`src/rtl/kbd_pkg.sv`:
```
// Shared types, constants and table functions of the keyed base-85 decryptor.
// No dependencies; used by the controller, the datapath and the top level.
`default_nettype none
package kbd_pkg;

  localparam int unsigned NSym = 85;
  localparam logic [6:0] LastSym = 7'd84;
  localparam logic [7:0] InvalidIdx = 8'hFF;
  localparam logic [7:0] DotChar = 8'h2E;
  localparam logic [31:0] ShuffleKey = 32'h12345678;
  localparam logic [31:0] SeedMix1 = 32'h92D68CA2;
  localparam logic [31:0] SeedMix2 = 32'h475EAD11;
  localparam logic [31:0] SeedMix3 = 32'h6E0323B9;
  localparam logic [31:0] PassMix0 = 32'h55555555;
  localparam logic [31:0] PassMix1 = 32'hAAAAAAAA;
  localparam logic [6:0] SkipMod = 7'd13;
  localparam logic [6:0] DigitMod = 7'd85;
  localparam logic [6:0] PadDigit = 7'd84;

  localparam logic [1:0] ST_OK = 2'd0;
  localparam logic [1:0] ST_SHORT = 2'd1;
  localparam logic [1:0] ST_BADHEAD = 2'd2;
  localparam logic [1:0] ST_MAGIC = 2'd3;

  typedef logic [3:0][31:0] xs_t;

  typedef enum logic [1:0] {
    PH_HEAD,
    PH_BADHEAD,
    PH_BODY
  } phase_t;

  typedef enum logic [4:0] {
    OP_NONE, OP_LATCH, OP_HEAD, OP_SEED, OP_INIT,
    OP_SH_DRAW, OP_SH_RD, OP_SH_WA, OP_SH_WB, OP_MAP_RD, OP_MAP_WR,
    OP_SKIP_DRAW, OP_SKIP_DISCARD, OP_STOP, OP_DIG_DRAW, OP_DIGIT,
    OP_EMIT, OP_PAD_START, OP_PAD, OP_DONE
  } dp_op_t;

  typedef enum logic [4:0] {
    S_IDLE, S_DISPATCH, S_HEADCHK, S_INIT, S_SH_DRAW, S_SH_MOD, S_SH_RD,
    S_SH_WA, S_SH_WB, S_MAP_RD, S_MAP_WR, S_BODY, S_SKIP_MOD, S_BODY2,
    S_DIG_MOD, S_EMIT, S_END_CHK, S_PAD, S_DONE
  } ctrl_state_t;

  typedef struct packed {
    phase_t phase;
    logic   head_full;
    logic   seed_go;
    logic   stopped;
    logic   skip_checked;
    logic   rem_done;
    logic   rem_zero;
    logic   rem_busy;
    logic   is_dot;
    logic   ch_valid;
    logic   last;
    logic   grp_empty;
    logic   grp_one;
    logic   grp_four;
    logic   cnt_end;
    logic   pad_end;
    logic   shi_end;
    logic   pass_end;
    logic   emit_end;
    logic   emit_pad;
    logic   out_full;
  } dp_stat_t;

  function automatic xs_t xs_step(xs_t w);
    logic [31:0] t;
    xs_t n;
    t = w[0] ^ (w[0] << 11);
    n[0] = w[1];
    n[1] = w[2];
    n[2] = w[3];
    n[3] = w[3] ^ (w[3] >> 19) ^ t ^ (t >> 8);
    return n;
  endfunction

  function automatic xs_t xs_seed(logic [31:0] s);
    xs_t n;
    n[0] = s;
    n[1] = s ^ SeedMix1;
    n[2] = s ^ SeedMix2;
    n[3] = s ^ SeedMix3;
    return n;
  endfunction

  // Character code of a position in the master alphabet.
  function automatic logic [6:0] alpha_char(logic [6:0] i);
    logic [6:0] r;
    r = 7'h21;
    if (i < 7'd10) r = i + 7'h30;
    else if (i < 7'd36) r = i - 7'd10 + 7'h41;
    else if (i < 7'd62) r = i - 7'd36 + 7'h61;
    else begin
      case (i - 7'd62)
        7'd0: r = 7'h21;  7'd1: r = 7'h23;  7'd2: r = 7'h24;  7'd3: r = 7'h25;
        7'd4: r = 7'h26;  7'd5: r = 7'h28;  7'd6: r = 7'h29;  7'd7: r = 7'h2A;
        7'd8: r = 7'h2B;  7'd9: r = 7'h2D;  7'd10: r = 7'h3B; 7'd11: r = 7'h3C;
        7'd12: r = 7'h3D; 7'd13: r = 7'h3E; 7'd14: r = 7'h3F; 7'd15: r = 7'h40;
        7'd16: r = 7'h5E; 7'd17: r = 7'h5F; 7'd18: r = 7'h60; 7'd19: r = 7'h7B;
        7'd20: r = 7'h7C; 7'd21: r = 7'h7D; 7'd22: r = 7'h7E;
        default: r = 7'h21;
      endcase
    end
    return r;
  endfunction

  // Position of a character in the master alphabet, or InvalidIdx.
  function automatic logic [7:0] master_index(logic [7:0] c);
    logic [7:0] r;
    r = InvalidIdx;
    if (c inside {[8'h30:8'h39]}) r = c - 8'h30;
    else if (c inside {[8'h41:8'h5A]}) r = c - 8'h41 + 8'd10;
    else if (c inside {[8'h61:8'h7A]}) r = c - 8'h61 + 8'd36;
    else begin
      case (c)
        8'h21: r = 8'd62; 8'h23: r = 8'd63; 8'h24: r = 8'd64; 8'h25: r = 8'd65;
        8'h26: r = 8'd66; 8'h28: r = 8'd67; 8'h29: r = 8'd68; 8'h2A: r = 8'd69;
        8'h2B: r = 8'd70; 8'h2D: r = 8'd71; 8'h3B: r = 8'd72; 8'h3C: r = 8'd73;
        8'h3D: r = 8'd74; 8'h3E: r = 8'd75; 8'h3F: r = 8'd76; 8'h40: r = 8'd77;
        8'h5E: r = 8'd78; 8'h5F: r = 8'd79; 8'h60: r = 8'd80; 8'h7B: r = 8'd81;
        8'h7C: r = 8'd82; 8'h7D: r = 8'd83; 8'h7E: r = 8'd84;
        default: r = InvalidIdx;
      endcase
    end
    return r;
  endfunction

  function automatic logic [7:0] magic_byte(logic [1:0] i);
    logic [7:0] r;
    case (i)
      2'd0: r = 8'h43;
      2'd1: r = 8'h48;
      2'd2: r = 8'h59;
      default: r = 8'h45;
    endcase
    return r;
  endfunction

endpackage
`default_nettype wire

```
`src/rtl/kbd_rem.sv`:
```
// Iterative remainder unit: 32-bit dividend by a 7-bit divisor, 4 bits a cycle.
// Depends on nothing but its ports; instantiated by the datapath.
`default_nettype none
module kbd_rem (
  input  wire logic        clk,
  input  wire logic        rst,
  input  wire logic        start,
  input  wire logic [31:0] dividend,
  input  wire logic [6:0]  divisor,
  output logic             busy,
  output logic             done,
  output logic [6:0]       rem
);

  logic [31:0] dvd;
  logic [6:0]  dvs;
  logic [2:0]  cnt;
  logic [6:0]  rem_next;

  always_comb begin
    logic [7:0] r;
    r = 8'd0;
    rem_next = rem;
    for (int b = 0; b < 4; b++) begin
      r = {rem_next, dvd[31 - b]};
      if (r >= {1'b0, dvs}) r = r - {1'b0, dvs};
      rem_next = r[6:0];
    end
  end

  always_ff @(posedge clk) begin
    if (rst) begin
      busy <= 1'b0;
      done <= 1'b0;
      cnt  <= 3'd0;
    end else if (start) begin
      dvd  <= dividend;
      dvs  <= divisor;
      rem  <= 7'd0;
      cnt  <= 3'd0;
      busy <= 1'b1;
      done <= 1'b0;
    end else if (busy) begin
      rem <= rem_next;
      dvd <= dvd << 4;
      cnt <= cnt + 3'd1;
      if (cnt == 3'd7) begin
        busy <= 1'b0;
        done <= 1'b1;
      end
    end
  end

endmodule
`default_nettype wire

```
`src/rtl/kbd_dp.sv`:
```
// Datapath: keystreams, seed, alphabet and lookup memories, radix-85 group,
// byte unscrambling and the output register. Depends on kbd_pkg and kbd_rem.
`default_nettype none
module kbd_dp (
  input  wire logic            clk,
  input  wire logic            rst,
  input  wire kbd_pkg::dp_op_t op,
  input  wire logic [7:0]      in_ch,
  input  wire logic            in_last,
  output kbd_pkg::dp_stat_t    st,
  input  wire logic            out_take,
  output logic                 out_full,
  output logic [7:0]           out_byte,
  output logic                 out_isd,
  output logic                 out_done,
  output logic [1:0]           out_st
);
  import kbd_pkg::*;

  logic [7:0]  ch;
  logic        last;
  phase_t      phase;
  logic [3:0]  hcount;
  logic [31:0] seed;
  xs_t         ms, bs, ss;
  logic [32:0] acc;
  logic [2:0]  gcnt;
  logic        skip_checked;
  logic [3:0]  obc;
  logic        magic_ok;
  logic        stopped;
  logic [6:0]  cnt;
  logic [6:0]  shi;
  logic [1:0]  pass;
  logic [1:0]  k;
  logic        pad;

  logic [6:0] sym [NSym];
  logic [6:0] map [128];
  logic [6:0] rda, rdb, mrd;

  xs_t ms_n, bs_n, ss_n;
  logic        rem_start, rem_busy, rem_done;
  logic [31:0] rem_dvd;
  logic [6:0]  rem_dvs, rem;
  logic [7:0]  hidx;
  logic [6:0]  digit;
  logic [7:0]  dsum;
  logic [7:0]  raw, ubyte;
  logic [15:0] rot2;
  logic        emit_end;
  logic        sym_we;
  logic [6:0]  sym_wa, sym_wd, addr_a;
  logic [1:0]  done_st;

  function automatic logic [32:0] mac85(logic [32:0] a, logic [6:0] d);
    return (a << 6) + (a << 4) + (a << 2) + a + {26'd0, d};
  endfunction

  assign ms_n = xs_step(ms);
  assign bs_n = xs_step(bs);
  assign ss_n = xs_step(ss);
  assign hidx = master_index(ch);

  assign rem_start = (op == OP_SH_DRAW) || (op == OP_SKIP_DRAW) || (op == OP_DIG_DRAW);
  assign rem_dvd = (op == OP_SH_DRAW) ? ss_n[3] : ms_n[3];
  assign rem_dvs = (op == OP_SH_DRAW) ? (shi + 7'd1) :
                   (op == OP_SKIP_DRAW) ? SkipMod : DigitMod;

  kbd_rem u_rem (
    .clk      (clk),
    .rst      (rst),
    .start    (rem_start),
    .dividend (rem_dvd),
    .divisor  (rem_dvs),
    .busy     (rem_busy),
    .done     (rem_done),
    .rem      (rem)
  );

  assign dsum  = {1'b0, mrd} + {1'b0, DigitMod} - {1'b0, rem};
  assign digit = (mrd >= rem) ? (mrd - rem) : dsum[6:0];

  always_comb begin
    case (k)
      2'd0: raw = acc[31:24];
      2'd1: raw = acc[23:16];
      2'd2: raw = acc[15:8];
      default: raw = acc[7:0];
    endcase
  end

  // Rotate right by bits 10:8 of the draw, then XOR with its low byte.
  assign rot2  = {raw, raw} >> bs_n[3][10:8];
  assign ubyte = rot2[7:0] ^ bs_n[3][7:0];
  assign emit_end = pad ? (k == (gcnt[1:0] - 2'd2)) : (k == 2'd3);

  always_comb begin
    if (hcount < 4'd8) done_st = ST_SHORT;
    else if (phase == PH_BADHEAD) done_st = ST_BADHEAD;
    else if (obc < 4'd12 || !magic_ok) done_st = ST_MAGIC;
    else done_st = ST_OK;
  end

  // Alphabet memory: one write port, two registered read ports.
  always_comb begin
    sym_we = 1'b0;
    sym_wa = cnt;
    sym_wd = alpha_char(cnt);
    case (op)
      OP_INIT:  sym_we = 1'b1;
      OP_SH_WA: begin
        sym_we = 1'b1;
        sym_wa = shi;
        sym_wd = rdb;
      end
      OP_SH_WB: begin
        sym_we = 1'b1;
        sym_wa = rem;
        sym_wd = rda;
      end
      default: sym_we = 1'b0;
    endcase
  end

  assign addr_a = (op == OP_SH_RD) ? shi : cnt;

  always_ff @(posedge clk) begin
    if (sym_we) sym[sym_wa] <= sym_wd;
    if (op == OP_SH_RD || op == OP_MAP_RD) begin
      rda <= sym[addr_a];
      rdb <= sym[rem];
    end
  end

  // Only alphabet characters use the lookup result, and all of them are written.
  always_ff @(posedge clk) begin
    if (op == OP_MAP_WR) map[rda] <= cnt;
    mrd <= map[ch[6:0]];
  end

  always_ff @(posedge clk) begin
    if (rst) begin
      phase        <= PH_HEAD;
      hcount       <= 4'd0;
      seed         <= 32'd0;
      ms           <= '0;
      bs           <= '0;
      acc          <= 33'd0;
      gcnt         <= 3'd0;
      skip_checked <= 1'b0;
      obc          <= 4'd0;
      magic_ok     <= 1'b0;
      stopped      <= 1'b0;
      out_full     <= 1'b0;
    end else begin
      if (out_take) out_full <= 1'b0;
      case (op)
        OP_LATCH: begin
          ch   <= in_ch;
          last <= in_last;
        end
        OP_HEAD: begin
          if (hidx == InvalidIdx) phase <= PH_BADHEAD;
          else if (phase == PH_HEAD) seed[hcount[2:0] * 4 +: 4] <= hidx[3:0];
          hcount <= hcount + 4'd1;
        end
        OP_SEED: begin
          ms       <= xs_seed(seed);
          bs       <= xs_seed(seed);
          ss       <= xs_seed(seed ^ ShuffleKey);
          magic_ok <= 1'b1;
          phase    <= PH_BODY;
          cnt      <= 7'd0;
        end
        OP_INIT: begin
          cnt  <= cnt + 7'd1;
          shi  <= LastSym;
          pass <= 2'd0;
        end
        OP_SH_DRAW: ss <= ss_n;
        OP_SH_WB: begin
          if (shi == 7'd1) begin
            ss[0] <= ss[0] ^ PassMix0;
            ss[1] <= ss[1] ^ PassMix1;
            shi   <= LastSym;
            pass  <= pass + 2'd1;
            cnt   <= 7'd0;
          end else begin
            shi <= shi - 7'd1;
          end
        end
        OP_MAP_WR: cnt <= cnt + 7'd1;
        OP_SKIP_DRAW: ms <= ms_n;
        OP_SKIP_DISCARD: begin
          ms           <= ms_n;
          skip_checked <= 1'b1;
        end
        OP_STOP: begin
          skip_checked <= 1'b0;
          stopped      <= 1'b1;
        end
        OP_DIG_DRAW: begin
          ms           <= ms_n;
          skip_checked <= 1'b0;
        end
        OP_DIGIT: begin
          k   <= 2'd0;
          pad <= 1'b0;
          if (hidx != InvalidIdx) begin
            acc  <= mac85(acc, digit);
            gcnt <= gcnt + 3'd1;
          end
        end
        OP_PAD_START: cnt <= {4'd0, gcnt};
        OP_PAD: begin
          acc <= mac85(acc, PadDigit);
          cnt <= cnt + 7'd1;
          k   <= 2'd0;
          pad <= 1'b1;
        end
        OP_EMIT: begin
          bs <= bs_n;
          k  <= k + 2'd1;
          if (obc < 4'd4 && ubyte != magic_byte(obc[1:0])) magic_ok <= 1'b0;
          if (obc < 4'd12) begin
            obc <= obc + 4'd1;
          end else if (magic_ok) begin
            out_full <= 1'b1;
            out_byte <= ubyte;
            out_isd  <= 1'b1;
            out_done <= 1'b0;
            out_st   <= ST_OK;
          end
          if (emit_end && !pad) begin
            acc  <= 33'd0;
            gcnt <= 3'd0;
          end
        end
        OP_DONE: begin
          out_full     <= 1'b1;
          out_byte     <= 8'd0;
          out_isd      <= 1'b0;
          out_done     <= 1'b1;
          out_st       <= done_st;
          phase        <= PH_HEAD;
          hcount       <= 4'd0;
          seed         <= 32'd0;
          ms           <= '0;
          bs           <= '0;
          acc          <= 33'd0;
          gcnt         <= 3'd0;
          skip_checked <= 1'b0;
          obc          <= 4'd0;
          magic_ok     <= 1'b0;
          stopped      <= 1'b0;
        end
        default: begin
        end
      endcase
    end
  end

  always_comb begin
    st.phase        = phase;
    st.head_full    = (hcount == 4'd8);
    st.seed_go      = (hcount == 4'd8) && (phase == PH_HEAD);
    st.stopped      = stopped;
    st.skip_checked = skip_checked;
    st.rem_done     = rem_done;
    st.rem_zero     = (rem == 7'd0);
    st.rem_busy     = rem_busy;
    st.is_dot       = (ch == DotChar);
    st.ch_valid     = (hidx != InvalidIdx);
    st.last         = last;
    st.grp_empty    = (gcnt == 3'd0);
    st.grp_one      = (gcnt == 3'd1);
    st.grp_four     = (gcnt == 3'd4);
    st.cnt_end      = (cnt == LastSym);
    st.pad_end      = (cnt == 7'd4);
    st.shi_end      = (shi == 7'd1);
    st.pass_end     = (pass == 2'd2);
    st.emit_end     = emit_end;
    st.emit_pad     = pad;
    st.out_full     = out_full;
  end

endmodule
`default_nettype wire

```
`src/rtl/kbd_ctrl.sv`:
```
// Controller state machine: sequences header, alphabet build, body digits,
// byte emission and the closing item. Depends on kbd_pkg.
`default_nettype none
module kbd_ctrl (
  input  wire logic              clk,
  input  wire logic              rst,
  input  wire logic              in_valid,
  output logic                   in_ready,
  input  wire kbd_pkg::dp_stat_t st,
  output kbd_pkg::dp_op_t        op
);
  import kbd_pkg::*;

  ctrl_state_t state, state_next;

  always_ff @(posedge clk) begin
    if (rst) state <= S_IDLE;
    else state <= state_next;
  end

  always_comb begin
    state_next = state;
    case (state)
      S_IDLE:     if (in_valid) state_next = S_DISPATCH;
      S_DISPATCH: begin
        if (st.phase != PH_BODY) state_next = st.head_full ? S_END_CHK : S_HEADCHK;
        else state_next = st.stopped ? S_END_CHK : S_BODY;
      end
      S_HEADCHK:  state_next = st.seed_go ? S_INIT : S_END_CHK;
      S_INIT:     if (st.cnt_end) state_next = S_SH_DRAW;
      S_SH_DRAW:  state_next = S_SH_MOD;
      S_SH_MOD:   if (st.rem_done) state_next = S_SH_RD;
      S_SH_RD:    state_next = S_SH_WA;
      S_SH_WA:    state_next = S_SH_WB;
      S_SH_WB:    state_next = (st.shi_end && st.pass_end) ? S_MAP_RD : S_SH_DRAW;
      S_MAP_RD:   state_next = S_MAP_WR;
      S_MAP_WR:   state_next = st.cnt_end ? S_END_CHK : S_MAP_RD;
      S_BODY:     state_next = st.skip_checked ? S_BODY2 : S_SKIP_MOD;
      S_SKIP_MOD: if (st.rem_done) state_next = st.rem_zero ? S_END_CHK : S_BODY2;
      S_BODY2:    state_next = st.is_dot ? S_END_CHK : S_DIG_MOD;
      S_DIG_MOD:  begin
        if (st.rem_done) state_next = (st.ch_valid && st.grp_four) ? S_EMIT : S_END_CHK;
      end
      S_EMIT:     begin
        if (!st.out_full && st.emit_end) state_next = st.emit_pad ? S_DONE : S_END_CHK;
      end
      S_END_CHK:  begin
        if (!st.last) state_next = S_IDLE;
        else if (st.phase == PH_BODY && !st.grp_empty) state_next = S_PAD;
        else state_next = S_DONE;
      end
      S_PAD:      if (st.pad_end) state_next = st.grp_one ? S_DONE : S_EMIT;
      S_DONE:     if (!st.out_full) state_next = S_IDLE;
      default:    state_next = S_IDLE;
    endcase
  end

  always_comb begin
    op = OP_NONE;
    in_ready = 1'b0;
    case (state)
      S_IDLE: begin
        in_ready = 1'b1;
        if (in_valid) op = OP_LATCH;
      end
      S_DISPATCH: if (st.phase != PH_BODY && !st.head_full) op = OP_HEAD;
      S_HEADCHK:  if (st.seed_go) op = OP_SEED;
      S_INIT:     op = OP_INIT;
      S_SH_DRAW:  op = OP_SH_DRAW;
      S_SH_RD:    op = OP_SH_RD;
      S_SH_WA:    op = OP_SH_WA;
      S_SH_WB:    op = OP_SH_WB;
      S_MAP_RD:   op = OP_MAP_RD;
      S_MAP_WR:   op = OP_MAP_WR;
      S_BODY:     if (!st.skip_checked) op = OP_SKIP_DRAW;
      S_SKIP_MOD: if (st.rem_done && st.rem_zero) op = OP_SKIP_DISCARD;
      S_BODY2:    op = st.is_dot ? OP_STOP : OP_DIG_DRAW;
      S_DIG_MOD:  if (st.rem_done) op = OP_DIGIT;
      S_EMIT:     if (!st.out_full) op = OP_EMIT;
      S_END_CHK:  if (st.last && st.phase == PH_BODY && !st.grp_empty) op = OP_PAD_START;
      S_PAD:      op = OP_PAD;
      S_DONE:     if (!st.out_full) op = OP_DONE;
      default:    op = OP_NONE;
    endcase
  end

endmodule
`default_nettype wire

```
`src/rtl/keyed_base85_stream_decrypt.sv`:
```
// Keyed base-85 stream decryptor, one text character per input item. After the
// eighth header character the block is busy building its alphabet: it loads 85
// characters into the alphabet memory, makes 252 swaps (each with one keystream
// draw, a remainder in the shared 4-bit-per-cycle divider, two reads and two
// writes) and builds the inverse lookup for the 85 characters. A body character
// makes up to two passes through the divider; a character that completes a
// group unscrambles 4 bytes, and a byte waits while the output register is full.
// The closing item follows last after up to 4 padding digits and the remaining
// bytes. Depends on kbd_pkg, kbd_ctrl, kbd_dp and kbd_rem.
`default_nettype none
module keyed_base85_stream_decrypt (
  input  wire logic       clk,
  input  wire logic       rst,
  input  wire logic       s_tvalid,
  output logic            s_tready,
  input  wire logic [7:0] s_tdata,   // ch
  input  wire logic       s_tlast,   // last
  output logic            m_tvalid,
  input  wire logic       m_tready,
  output logic [7:0]      m_tdata,   // data_byte
  output logic            m_tlast,   // done_res
  output logic [2:0]      m_tuser    // [0] is_data, [2:1] status
);
  import kbd_pkg::*;

  dp_op_t   op;
  dp_stat_t st;
  logic     out_isd;
  logic [1:0] out_st;

  kbd_ctrl u_ctrl (
    .clk      (clk),
    .rst      (rst),
    .in_valid (s_tvalid),
    .in_ready (s_tready),
    .st       (st),
    .op       (op)
  );

  kbd_dp u_dp (
    .clk      (clk),
    .rst      (rst),
    .op       (op),
    .in_ch    (s_tdata),
    .in_last  (s_tlast),
    .st       (st),
    .out_take (m_tvalid && m_tready),
    .out_full (m_tvalid),
    .out_byte (m_tdata),
    .out_isd  (out_isd),
    .out_done (m_tlast),
    .out_st   (out_st)
  );

  assign m_tuser = {out_st, out_isd};

`ifndef SYNTH
  // The closing item never carries payload.
  a_done_no_data: assert property (@(posedge clk) disable iff (rst)
    m_tvalid && m_tlast |-> !m_tuser[0])
    else $error("closing item flagged as data");

  // Payload items report a clean status.
  a_data_status: assert property (@(posedge clk) disable iff (rst)
    m_tvalid && m_tuser[0] |-> m_tuser[2:1] == ST_OK && !m_tlast)
    else $error("data item with status");

  // A new character is only taken once the divider is quiet.
  a_ready_rem_idle: assert property (@(posedge clk) disable iff (rst)
    s_tready |-> !st.rem_busy)
    else $error("input ready while divider busy");
`endif

endmodule
`default_nettype wire
```
`config.mk`:
```
export PLATFORM = sky130hd
export DESIGN_NAME = keyed_base85_stream_decrypt
export DESIGN_NICKNAME = d
export VERILOG_FILES = /design/src/rtl/kbd_pkg.sv /design/src/rtl/kbd_rem.sv /design/src/rtl/kbd_dp.sv /design/src/rtl/kbd_ctrl.sv /design/src/rtl/keyed_base85_stream_decrypt.sv
export SDC_FILE = /design/constraint.sdc
export NUM_CORES = 2
export LEC_CHECK = 0
export BUFFER_PORTS_ARGS = -buffer_cell sky130_fd_sc_hd__buf_2
export CAP_MARGIN = 20
export CORE_MARGIN = 2
export CORE_UTILIZATION = 58
export DETAILED_ROUTE_END_ITERATION = 7
export PLACE_DENSITY = 0.73
export SETUP_SLACK_MARGIN = 0.15
export SYNTH_ARGS = -nofsm -noshare
export SYNTH_HDL_FRONTEND = slang
export SYNTH_SLANG_ARGS = --single-unit
```
`constraint.sdc`:
```
create_clock -name clk -period 8.5 [get_ports clk]
set_input_delay 1.275 -clock clk [delete_from_list [all_inputs] [get_ports clk]]
set_output_delay 1.275 -clock clk [all_outputs]
set_load 0.005 [all_outputs]
```
==> impl_metrics.py <==
metrics = {
    "setup_path": {
        "r2r_start": "u_dp.u_rem.dvd[31]",
        "worstPathArrival_ns": 8.51,
        "start_kind": "flip-flop",
        "worst-setup-path-type": "flip-flop to flip-flop",
        "endpoint_kind": "flip-flop",
        "crit_fanout": 11,
        "cp_data_required_time_ns": 9.08,
        "max_stage_delay_ns": 0.46,
        "timing.reg2reg.setup_slack_ns": 0.57,
        "cpMaxStageDelayCell": "a2111o_1",
        "critPathLaunch": "u_dp.u_rem.dvd[31]",
    },
    "clocking": {
        "cts_made_buffers": 209,
        "cts_tree": "yes",
        "clk_latency_ns": 0.86,
        "clock_sinks": 2073,
        "root_buffer": "clkbuf_16",
        "clk_path_buf_depth": 3,
        "cts_hold_buffers": 0,
        "htreeDepth": 4,
        "cts.clk_slew.worst_paths_ns": 0.06,
    },
    "synthesis": {
        "netlist_instances": 7526,
        "synth-edff-count": 1719,
        "post-synth-top-count-cell": "edfxtp_1",
        "syn_nets": 7726,
        "ys_ff_latch": 2073,
        "yosysTopAreaCellShare_pct": 52.5,
        "yosys.area.top_type": "edfxtp_1",
        "yosys-top-cells-count": "edfxtp_1, nand2_1, nor2_1",
        "synth_top_flop_cell": "edfxtp_1",
        "yosysWarnings": 0,
        "syn_avg_cell_area_sq_um": 13.1,
        "async_flop_share_pct": 0,
        "synthTopCellsByArea": "edfxtp_1, mux4_2, dfxtp_1, nand2_1, xnor2_1",
        "ys_types": 90,
        "syn_area_sq_mm": 0.0983,
        "ys_seq_area_share_pct": 59.7,
    },
    "global_route": {
        "grt_pass1_vias": 62600,
        "track_usage_pct": 29.3,
        "gr-total-overflow": 0,
        "antenna_found_initial": 4,
        "grt_pass1_wl_um": 389000,
        "grt_max_degree": 227,
    },
    "power": {
        "pwr_density_cell_mw_per_mm2": 294,
        "power_mw": 31.7,
        "vdd_drop_max_v": 0.000368,
        "p_leak_nw": 34.7,
    },
    "timing": {
        "hold_viol": 0,
        "slew_violations": 0,
        "max_freq_mhz": 126,
        "maxSlewHeadroom_pct": 14.5,
        "report.final.setup_viol": 0,
        "layout_worst_path_cycle_share_pct": 93.3,
        "period_minus_slack_ns": 7.93,
        "fin_tns_setup_ns": 0,
        "rsz0062_at_grt": "no",
        "tightest_slew_ns": 1.27,
        "fin_skew_ns": 0.0407,
    },
    "place": {
        "gp_congestion": 0.922,
        "hpwl_um": 158000,
        "port_buffers": 26,
        "dp_cells": 9393,
        "dpl-instance-area_sq_mm": 0.101,
    },
    "floorplan": {
        "pin_count": 27,
        "die_w_um": 416,
        "chipHeight_um": 416,
        "std_cell_rows": 151,
        "design.die.area_sq_mm": 0.173,
        "start_util_pct": 58.2,
        "core-area_sq_mm": 0.169,
    },
    "final_layout": {
        "nNetsFinal": 7595,
        "fin_cells": 9784,
        "final_util_pct": 63.8,
        "final_cell_area_sq_mm": 0.108,
        "area_delta_synth_final_pct": 9.57,
        "drive_gt1_share_pct": 13.7,
    },
    "detailed_routing": {
        "vias": 65300,
        "routed_wl_um": 257000,
        "viasPerCell": 6.68,
        "post_drt_wl_per_cell_um": 26.3,
        "drt-pass1-iter-count": 8,
        "drcViolationCount": 0,
        "drt_iter0_drc": 7964,
        "drt.antenna.violating_nets": 0,
    },
    "flow_run": {
        "cap_violations": 0,
    },
    "worst_hold_path": {
        "min-delay-start": "u_dp.ms[53]",
        "hold_path_class": "flip-flop to flip-flop",
    },
    "outcome": {
        "outcome": "complete, no violations",
    },
}
## cells in the final DEF (no fill, tap or decap), types with 163 or more instances in the layout
master	synthesis	layout
nand3_1	272	269
nor2_1	506	504
o21ai_0	193	181
a31oi_1	343	343
a211oi_1	236	235
nand2_1	984	982
xnor2_1	293	293
dfxtp_1	354	354
mux4_2	441	441
edfxtp_1	1719	1719
a21oi_1	276	271
clkbuf_16	0	220
and2_1	163	163
## area by class of cell
cell class | instances | area [sq um]
Sequential cell | 2073 | 58700
Fill cell | 12300 | 61200
Tap cell | 2218 | 2780
Clock buffer | 275 | 5820
Timing Repair Buffer | 175 | 1410
Clock inverter | 103 | 1050
Inverter | 103 | 388
Multi-Input combinational cell | 4833 | 37600
Antenna cell | 4 | 10.0
## where the power goes
part	total (mW)	switching (mW)	internal (mW)	leakage (nW)
combinational	10.3	6.26	4.04	13.1
clock	9.27	3.92	5.35	3.36
sequential	12.2	0.222	11.9	18.3
total	31.7	10.4	21.3	34.7
## per-stage QoR
stage          hold slack [ns]  setup slack, ns
2_1_floorplan            0.444            0.332
3_3_place_gp             0.455            0.241
3_5_place_dp             0.466            0.257
4_1_cts                  0.475            0.205
5_1_grt                  0.484            0.150
6_report                 0.476            0.570
## timing repair
| action | in CTS | in global routing |
|---|---|---|
| gates resized for setup | 0 | 18 |
| setup buffers | 0 | 3 |
| setup endpoints to repair | 0 | 7 |
## registers in the layout, indices dropped and copies added (netlist names), 8 cells and up
name / count
u_dp.acc: 32
u_dp.map: 896
u_dp.u_rem.dvd: 32
u_dp.ms: 128
u_dp.ss: 128
u_dp.ch: 8
u_dp.sym: 595
u_dp.bs: 128
u_dp.seed: 32
u_dp.out_byte: 8
## final timing paths
kind,end,depth (start not counted)
worst max-delay path,u_dp.u_rem.rem[3],37
worst min-delay path,u_dp.ms[21],2
worst min register to register,u_dp.ms[21],2
worst max register to register,u_dp.u_rem.rem[3],37
## critical path: cells and delay by family, from the launching register on
family          cells  cell delay [ns]
buf+inv             6             0.82
mux                 4             1.18
compound gates     15             2.95
simple gates        7             0.90
fa+ha+maj           5             1.42
flops               1             0.39
## cell families (layout without fill, tap and decap cells)
| family | count (synthesis) | count (layout) | synth area share [%] |
|---|---|---|---|
| AO/OA/AOI/OAI | 1478 | 1478 | 10.0 |
| flip-flops | 2073 | 2073 | 59.7 |
| multiplexers | 584 | 584 | 11.6 |
| other | 0 | 4 | 0 |
| adder cells (fa/ha/maj) | 187 | 187 | 2.84 |
| buffers and inverters | 620 | 656 | 2.43 |
| AND/OR/NAND/NOR | 2202 | 2202 | 9.94 |
| XOR/XNOR | 382 | 382 | 3.47 |
## layer usage
metal	track usage (%)	vias up	routed length, um
li1	-	28600	-
met1	42.2	32900	105000
met2	45.8	3348	120000
met3	5.25	486	23800
met4	9.46	2	8570
met5	0	-	17
Note: power is estimated with default switching activity, not from simulation.
